## config.mk

```make
export PLATFORM = sky130hd
export DESIGN_NAME = lzwc_packer
export DESIGN_NICKNAME = d
export VERILOG_FILES = /design/src/rtl/lzwc_pkg.sv /design/src/rtl/lzwc_packer.sv
export SDC_FILE = /design/constraint.sdc
export NUM_CORES = 1
export LEC_CHECK = 0
export CORE_MARGIN = 2
export CORE_UTILIZATION = 55
export CTS_CLUSTER_DIAMETER = 30
export CTS_CLUSTER_SIZE = 16
export DETAILED_ROUTE_END_ITERATION = 8
export DONT_BUFFER_PORTS = 1
export GPL_ROUTABILITY_DRIVEN = 0
export PLACE_DENSITY = 0.81
export SETUP_SLACK_MARGIN = 0.15
export SYNTH_ARGS = -nofsm -noshare
export SYNTH_HDL_FRONTEND = slang
export SYNTH_SLANG_ARGS = --single-unit
```

## constraint.sdc

```tcl
create_clock -name clock -period 3.49 [get_ports clock]
set_input_delay 1.047 -clock clock [delete_from_list [all_inputs] [get_ports clock]]
set_output_delay 1.047 -clock clock [all_outputs]
set_load 0.01 [all_outputs]
```

## src/rtl/lzwc_pkg.sv

```systemverilog
// lzwc_pkg: shared constants, state codes and control structs for the LZW compressor.
// No dependencies.
`timescale 1ns / 1ps

package lzwc_pkg;

   // Default configuration of the code space and string table
   localparam int CODE_BITS_DEF     = 14;
   localparam int TABLE_ENTRIES_DEF = 18041;
   localparam int FULL_WAIT_DEF     = 1000;

   // Table generation tag carried in every stored entry
   localparam int EPOCH_W = 6;

   // Output byte counter
   localparam int COUNT_W = 24;
   localparam logic [COUNT_W-1:0] COUNT_MAX = '1;

   // Sequencer states
   typedef enum logic [4:0] {
      ST_IDLE  = 5'b00001,
      ST_PROBE = 5'b00010,
      ST_EMIT  = 5'b00100,
      ST_WAIT  = 5'b01000,
      ST_CLEAR = 5'b10000
   } lzwc_state_type;

   // Stream phase
   typedef enum logic [2:0] {
      PH_IDLE    = 3'b001,
      PH_ACTIVE  = 3'b010,
      PH_ABORTED = 3'b100
   } lzwc_phase_type;

   // Sequencer to packer
   typedef struct packed {
      logic clear;       // new stream: drop pending bits, zero the count
      logic step_start;  // new request: forget the previous overflow
   } lzwc_pk_ctrl_type;

   // Packer to sequencer
   typedef struct packed {
      logic idle;        // fewer than eight bits pending
      logic ovf;         // this request hit the size limit
   } lzwc_pk_stat_type;

endpackage

```

## src/rtl/lzwc_packer.sv

```systemverilog
// lzwc_packer: packs codes MSB first into bytes, counts bytes, checks the size limit
// and holds the response register. Depends on lzwc_pkg.
`timescale 1ns / 1ps

module lzwc_packer #(
   parameter int CODE_BITS = 14
) (
   input  logic                            clock,
   input  logic                            reset,
   input  lzwc_pkg::lzwc_pk_ctrl_type      ctrl,
   output lzwc_pkg::lzwc_pk_stat_type      stat,
   input  logic                            code_valid,
   input  logic [CODE_BITS-1:0]            code,
   input  logic                            code_last,
   input  logic                            code_end,
   output logic                            code_ready,
   input  logic [lzwc_pkg::COUNT_W-1:0]    max_bytes,
   output logic                            rsp_valid,
   input  logic                            rsp_stall,
   output logic [7:0]                      rsp_out_byte,
   output logic                            rsp_last_in_run,
   output logic                            rsp_stream_end,
   output logic                            rsp_overflow,
   output logic [lzwc_pkg::COUNT_W-1:0]    rsp_byte_count
);
   import lzwc_pkg::*;

   localparam int BW = CODE_BITS + 7;
   localparam int CW = $clog2(CODE_BITS + 8);

   logic [BW-1:0]      bits_ff, bits_in;
   logic [CW-1:0]      count_ff, count_in;
   logic [COUNT_W-1:0] cnt_ff, cnt_in;
   logic               drop_ff, drop_in;
   logic               last_ff, last_in;
   logic               end_ff, end_in;
   logic               ov_ff, ov_in;
   logic [7:0]         ob_ff, ob_in;
   logic               ol_ff, ol_in;
   logic               oe_ff, oe_in;
   logic               oo_ff, oo_in;
   logic [COUNT_W-1:0] oc_ff, oc_in;

   logic               have_byte;
   logic               byte_go;
   logic [BW-1:0]      shifted;
   logic [CW-1:0]      rest;
   logic               is_last;
   logic               is_ovf;

   assign have_byte  = (count_ff >= CW'(8));
   assign code_ready = !have_byte;
   assign byte_go    = have_byte && !drop_ff && (!ov_ff || !rsp_stall);
   assign rest       = count_ff - CW'(8);
   assign shifted    = bits_ff >> rest;
   assign is_last    = last_ff && (rest < CW'(8));
   assign is_ovf     = (cnt_ff >= max_bytes);

   assign stat.idle  = !have_byte;
   assign stat.ovf   = drop_ff;

   // Packing, byte extraction and response register
   always_comb begin
      bits_in  = bits_ff;
      count_in = count_ff;
      cnt_in   = cnt_ff;
      drop_in  = drop_ff;
      last_in  = last_ff;
      end_in   = end_ff;
      ov_in    = ov_ff;
      ob_in    = ob_ff;
      ol_in    = ol_ff;
      oe_in    = oe_ff;
      oo_in    = oo_ff;
      oc_in    = oc_ff;

      if (ov_ff && !rsp_stall) begin
         ov_in = 1'b0;
      end

      if (code_valid && code_ready && !drop_ff) begin
         bits_in  = {bits_ff[BW-1-CODE_BITS:0], code};
         count_in = count_ff + CW'(CODE_BITS);
         last_in  = code_last;
         end_in   = code_end;
      end

      if (byte_go) begin
         cnt_in   = (cnt_ff == COUNT_MAX) ? cnt_ff : cnt_ff + COUNT_W'(1);
         count_in = rest;
         ov_in    = 1'b1;
         ob_in    = shifted[7:0];
         ol_in    = is_last || is_ovf;
         oe_in    = is_last && end_ff && !is_ovf;
         oo_in    = is_ovf;
         oc_in    = cnt_in;
         if (is_ovf) begin
            drop_in  = 1'b1;
            count_in = '0;
         end else if (is_last && end_ff) begin
            // leftover bits at stream end are dropped
            count_in = '0;
         end
      end

      if (ctrl.step_start) begin
         drop_in = 1'b0;
      end
      if (ctrl.clear) begin
         count_in = '0;
         cnt_in   = '0;
      end
   end

   always_ff @(posedge clock) begin
      if (reset) begin
         count_ff <= '0;
         cnt_ff   <= '0;
         drop_ff  <= 1'b0;
         last_ff  <= 1'b0;
         end_ff   <= 1'b0;
         ov_ff    <= 1'b0;
      end else begin
         count_ff <= count_in;
         cnt_ff   <= cnt_in;
         drop_ff  <= drop_in;
         last_ff  <= last_in;
         end_ff   <= end_in;
         ov_ff    <= ov_in;
      end
      bits_ff <= bits_in;
      ob_ff   <= ob_in;
      ol_ff   <= ol_in;
      oe_ff   <= oe_in;
      oo_ff   <= oo_in;
      oc_ff   <= oc_in;
   end

   assign rsp_valid       = ov_ff;
   assign rsp_out_byte    = ob_ff;
   assign rsp_last_in_run = ol_ff;
   assign rsp_stream_end  = oe_ff;
   assign rsp_overflow    = oo_ff;
   assign rsp_byte_count  = oc_ff;

endmodule

```

==> impl_metrics.csv, run 1 <==
group,metric,value,unit
outcome,status,"finished clean",
finish,nFillCells,708,
synth,netlist.area_leader.share,34.5,%
synth,syn_area,4870,sq um
synth,synth_top_family_by_area,"simple AND/OR/NAND/NOR gates",
power,internal_power,2410,uW
worst_setup_path,worstPathArrival,1.92,ns
global_route,busiest_layer,"met2",
sta,clock_skew,0.0111,ns
clocking,clock_latency,0.36,ns
clocking,cts-htree-levels,3,
die,die_x,98.1,um
die,rows,34,
clocking,cts_hold_buf,0,
synth,ys_ff_latch,88,
global_route,antenna_found_initial,0,
die,ios,85,
clocking,clock_sinks,88,
synth,synth-edff-count,56,
worst_setup_path,end_kind,"output pin",
global_route,use_met3,5.80,%
hold_path,hp-class,"register to register",
power,pwr-share-clk,20.4,%
clocking,cts_buffers,9,
worst_setup_path,crit_chain,"ha_1 > or3b_4 > nand2_1 > inv_1",
placed_design,port_buffers,0,
global_route,grt_pass1_vias,3305,
detailed_routing,drc_errors,0,
power,swShare,36.4,%
worst_setup_path,start_kind,"register",
worst_setup_path,r2r_slack,0.70,ns
global_route,use_met1,24.9,%
global_route,grt_use_met2,35.9,%
clocking,ctsLongestPathBuffers,2,
flow_run,cap_violations,0,
synth,synth_fa_ha_area_share,7.45,%
power,pwr-share-seq,49.7,%
sta,tightest_slew,0.804,ns
synth,synth-compound-area-share,10.8,%
finish,diodes,0,
sta,final-setup-viol-count,0,
detailed_routing,routed_wl,9.88,mm
power,p_leak,0.00198,uW
synth,ys.flop_type,"edfxtp_1",
power,power_density,734,nW/um^2
sta,post-route-period-util,84.9,%
synth,yosysUniqueCellTypes,56,
detailed_routing,vias,3420,
sta,slew_violations,0,
global_route,gr-total-overflow,0,
synth,synth_top_area_cell,"edfxtp_1",
die,die_area,9620,sq um
sta,fin_crit,2.96,ns
placed_design,dp_cells,560,
synth,yosys-top-cells-area,"edfxtp_1, dfxtp_1, ha_1, mux2i_1, xnor2_1",
synth,syn_area_per_cell,10.4,sq um
synth,synth.most_common_cell,"edfxtp_1",
clocking,post_cts_buffers,0,
finish,final_layout_size_suffix_gt1_share,9.40,%
die,start_util,56.4,%
synth,syn-num-nets,542,
synth,ys_seq_area_share,47.7,%
clocking,cts_tree,"built",
detailed_routing,post_drt_via_cell_ratio,5.94,
worst_setup_path,worstPathMaxFanout,15,
placed_design,hpwl,7.10,mm
worst_setup_path,path_buf_inv,1,
synth,synth_xor_area_share,6.83,%
synth,async_flop_share,0,%
synth,synthSimpleGateAreaFrac,16.8,%
worst_setup_path,max_stage_delay,0.72,ns
clocking,path_clk_slew,0.08,ns
sta,relSlewSlack,46.3,%
detailed_routing,drt_first_iter_violations,246,
clocking,cts_resized,0,
finish,instances_no_fill,576,
power,p_comb_share,29.9,%
finish,area_growth,5.81,%
global_route,grt_max_degree,45,
global_route,grtUsageTotal,20.7,%
clocking,ctsRootBufferMaster,"clkbuf_8",
sta,hold_violations,0,
worst_setup_path,crit_type,"register to output pin",
worst_setup_path,crit_family,"flip-flops",
sta,rsz0062_at_grt,"no",
power,power_switching,1370,uW
worst_setup_path,worstPathRequired,2.44,ns
die,chipHeight,98.1,um
detailed_routing,routedWlPerCell,17.2,um
sta,setup-tns-final,0,ns
power,vdd_ir_drop_max,0.296,mV
worst_setup_path,cpMaxStageDelayCell,"dfxtp_1",
synth,synth_cells,467,
synth,ys_warn_count,0,
synth,synth_common_cells,"edfxtp_1, nor2_1, nand2_1, inv_1, dfxtp_1",
detailed_routing,drt_pass1_iterations,5,
detailed_routing,ant_nets,0,
synth,synthMuxAreaShare,5.29,%
finish,finish.net_count,538,
die,core,8640,sq um
global_route,grt_pass1_wl,15.9,mm
sta,clock.fmax,0.337,GHz
[registers in the layout (all words and copies together) (netlist names)]
name	count
drop_ff	1
rsp_stream_end	1
last_ff	1
rsp_overflow	1
end_ff	1
bits_ff	21
count_ff	4
rsp_out_byte	8
rsp_last_in_run	1
rsp_valid	1
cnt_ff	24
rsp_byte_count	24
[cells by family (layout without fill, tap and decap cells)]
kind of cell,count (synthesis),in the layout
AOI/OAI and AO/OA,79,79
and+or+nand+nor,155,155
muxes,23,23
xor gates and xnor gates,38,38
adders and majority gates,29,29
buffers and inverters,55,56
DFF,88,88
[per-stage QoR]
step                      power (uW)  util, %  setup WS (ns)  hold slack (ns)  instance area [sq um]
after floorplan                 2750        -          0.729            0.418                   4870
after global placement          2970     57.1          0.678            0.432                   4930
after detailed placement        3020     57.1          0.588            0.434                   4930
after CTS                       3810     59.7          0.509            0.453                   5150
after global routing            3970     59.7          0.428            0.474                   5150
final                           3780     59.7          0.526            0.446                   5150
[cell usage in the layout, fill, tap and decap left out, types with 4 or more instances in the layout]
cell | synthesis | layout
a21o_1 | 5 | 5
a21oi_1 | 23 | 23
a31oi_1 | 5 | 5
a32o_1 | 4 | 4
buf_4 | 2 | 4
clkbuf_8 | 0 | 10
dfxtp_1 | 32 | 32
edfxtp_1 | 56 | 56
ha_1 | 29 | 29
inv_1 | 34 | 34
mux2i_1 | 19 | 19
nand2_1 | 43 | 43
nand3_1 | 15 | 15
nand4_1 | 8 | 8
nor2_1 | 45 | 45
nor2b_1 | 7 | 7
nor3_1 | 7 | 7
o21ai_0 | 20 | 20
or3_1 | 10 | 10
xnor2_1 | 20 | 20
xor2_1 | 18 | 18
[layout make-up]
| class | count | area (sq um) | area share (%) |
|---|---|---|---|
| Sequential cell | 88 | 2320 | 45.1 |
| Multi-Input combinational cell | 324 | 2300 | 44.6 |
| Inverter | 36 | 148 | 2.86 |
| Clock buffer | 10 | 138 | 2.67 |
| Tap cell | 108 | 135 | 2.62 |
| Clock inverter | 6 | 81.3 | 1.58 |
| Timing Repair Buffer | 4 | 30.0 | 0.583 |
[layer usage]
layer,up-vias,wire (um)
li1,1648,-
met1,1637,4000
met2,123,5180
met3,12,583
met4,0,114
met5,-,0
[worst paths after layout]
path | cells past startpoint | to | from
hold reg to reg | 0 | bits_ff[14] | bits_ff[0]
setup / recovery | 4 | code_ready | count_ff[3]
hold / removal | 0 | bits_ff[14] | bits_ff[0]
setup reg to reg | 8 | cnt_ff[13] | count_ff[3]
[power groups by stage]
stage | Sequential (uW) | Combinational [uW] | Clock, uW
after global placement | 1900 | 1070 | 0
final | 1880 | 1130 | 771
after floorplan | 1820 | 926 | 0
after global routing | 1910 | 1240 | 824
after CTS | 1880 | 1130 | 792
after detailed placement | 1900 | 1120 | 0
[worst register-to-register path, stage by stage (launching register included)]
cell      delay [ns]
dfxtp_1         0.72
ha_1            0.25
or3b_4          0.39
a21o_1          0.21
nand2b_4        0.20
clkinv_8        0.23
o211ai_4        0.16
or3_1           0.34
a21oi_1         0.21
No activity file was read; power rests on OpenSTA's default activity.
==> run 2: changes to the inputs <==
--- a/config.mk
+++ b/config.mk
@@ -12,7 +12,7 @@
 export DETAILED_ROUTE_END_ITERATION = 8
 export DONT_BUFFER_PORTS = 1
 export GPL_ROUTABILITY_DRIVEN = 0
-export PLACE_DENSITY = 0.81
+export PLACE_DENSITY = 0.84
 export SETUP_SLACK_MARGIN = 0.15
 export SYNTH_ARGS = -nofsm -noshare
 export SYNTH_HDL_FRONTEND = slang
==> constraint.sdc (replaced) <==
create_clock -name clock -period 2.58 [get_ports clock]
set_input_delay 0.774 -clock clock [delete_from_list [all_inputs] [get_ports clock]]
set_output_delay 0.774 -clock clock [all_outputs]
set_load 0.01 [all_outputs]
==> impl_metrics.csv, run 2 (same netlist as run 1, synthesis figures left out) <==
group,metric,value,unit
outcome,status,"finished clean",
finish,area_growth,9.07,%
clocking,cts-htree-levels,3,
worst_setup_path,worstPathMaxFanout,4,
clocking,cts_buffers,9,
sta,worst_slack,0.257,ns
finish,final_cell_mix,"edfxtp_1, nor2_1, nand2_1, inv_1, dfxtp_1",
detailed_routing,routed_wl,10.3,mm
detailed_routing,vias,3491,
finish,finish.net_count,555,
die,ios,85,
hold_path,min_to,"bits_ff[15]",
hold_path,holdPathStages,0,
global_route,grtUsageTotal,22.0,%
power,vdd_ir_drop_max,0.462,mV
clocking,clock_sinks,88,
detailed_routing,post_drt_via_cell_ratio,5.89,
worst_setup_path,worstPathArrival,1.55,ns
clocking,cts_tree,"built",
sta,rsz0062_at_grt,"no",
clocking,ctsLongestPathBuffers,2,
worst_setup_path,crit_type,"register to output pin",
power,power_density,991,nW/um^2
finish,layout_commonest_cell,"edfxtp_1",
power,p_leak,0.00207,uW
placed_design,hpwl,7.59,mm
worst_setup_path,end_kind,"output pin",
sta,relSlewSlack,65.8,%
die,rows,34,
clocking,path_clk_slew,0.08,ns
sta,hold_violations,0,
flow_run,cap_violations,0,
worst_setup_path,worstReg2RegEnd,"cnt_ff[18]",
die,die_x,98.1,um
global_route,gr-total-overflow,0,
hold_path,hold_start,"bits_ff[1]",
placed_design,post-place-ws,-0.157,ns
sta,setup-tns-final,0,ns
worst_setup_path,r2r_slack,0.29,ns
placed_design,port_buffers,0,
detailed_routing,drt_first_iter_violations,263,
global_route,grt_pass1_wl,16.8,mm
die,start_util,56.4,%
worst_setup_path,start_kind,"register",
sta,post-route-period-util,90.0,%
global_route,grt_max_degree,30,
sta,clock.fmax,0.430,GHz
power,power,5260,uW
global_route,antenna_found_initial,0,
die,die_area,9620,sq um
global_route,grt_pass1_vias,3411,
clocking,clock_latency,0.35,ns
worst_setup_path,crit-reg2reg-launch,"count_ff[4]",
detailed_routing,drc_errors,0,
detailed_routing,ant_nets,0,
detailed_routing,drt_pass1_iterations,5,
worst_setup_path,reg2reg_depth,9,
die,chipHeight,98.1,um
sta,whs,0.455,ns
clocking,cts_hold_buf,0,
sta,clock_skew,0.00814,ns
finish,diodes,0,
hold_path,hp-class,"register to register",
sta,final-setup-viol-count,0,
clocking,ctsRootBufferMaster,"clkbuf_8",
finish,final_layout_size_suffix_gt1_share,13.4,%
sta,slew_violations,0,
die,core,8640,sq um
worst_setup_path,worstPathRequired,1.81,ns
sta,tightest_slew,0.513,ns
sta,fin_crit,2.32,ns
detailed_routing,routedWlPerCell,17.3,um
==> run 2: report_power, final <==
group	switching [uW]	total, uW	internal (uW)	leakage, uW
registers	355	2510	2150	0.000801
logic	1100	1710	609	0.00115
clock network	484	1050	562	0.000113
total	1940	5260	3320	0.00207
==> run 2: worst max path at each step <==
| stage | slack (ns) | to | start |
|---|---|---|---|
| 6_report | 0.26 | code_ready | count_ff[4] |
| 3_5_place_dp | -0.16 | rsp_last_in_run | max_bytes[2] |
| 3_3_place_gp | -0.05 | rsp_last_in_run | max_bytes[2] |
| 5_1_grt | 0.17 | cnt_ff[18] | count_ff[4] |
| 4_1_cts | 0.21 | rsp_byte_count[15] | cnt_ff[0] |
| 2_1_floorplan | 0.21 | rsp_last_in_run | max_bytes[2] |
==> run 2: layout make-up <==
type	count	area (sq um)
well taps	108	135
clock buffers	12	178
repair inverters	1	8.76
inverters	36	148
multi-input cells	324	2320
clock inverters	4	47.5
repair buffers	20	154
fillers	691	3320
flip-flops and latches	88	2320
==> run 2: critical path, cell delays in order, from the launching register on <==
cell	delay, ns
dfxtp_1	0.34
inv_1	0.12
ha_1	0.14
or3b_4	0.39
nand2_1	0.10
inv_1	0.11
==> run 2: stage by stage <==
stage	area, sq um	utilization, %	instances
after global placement	5050	58.4	575
final	5310	61.5	593
after global routing	5310	61.5	593
after detailed placement	5050	58.4	575
after floorplan	4870	-	467
after CTS	5280	61.1	591
==> run 2: layer usage <==
layer | GRT usage [%] | share of wire (%)
met1 | 29.8 | 43
met2 | 35.6 | 49
met3 | 4.37 | 6.0
met4 | 7.69 | 1.8
met5 | 0 | 0
==> run 2: repair_timing <==
action,CTS,global route
endpoints found under the setup margin,1,10
buffers inserted,0,1
cloned,0,1
pin swaps,0,2
resized for setup,1,5
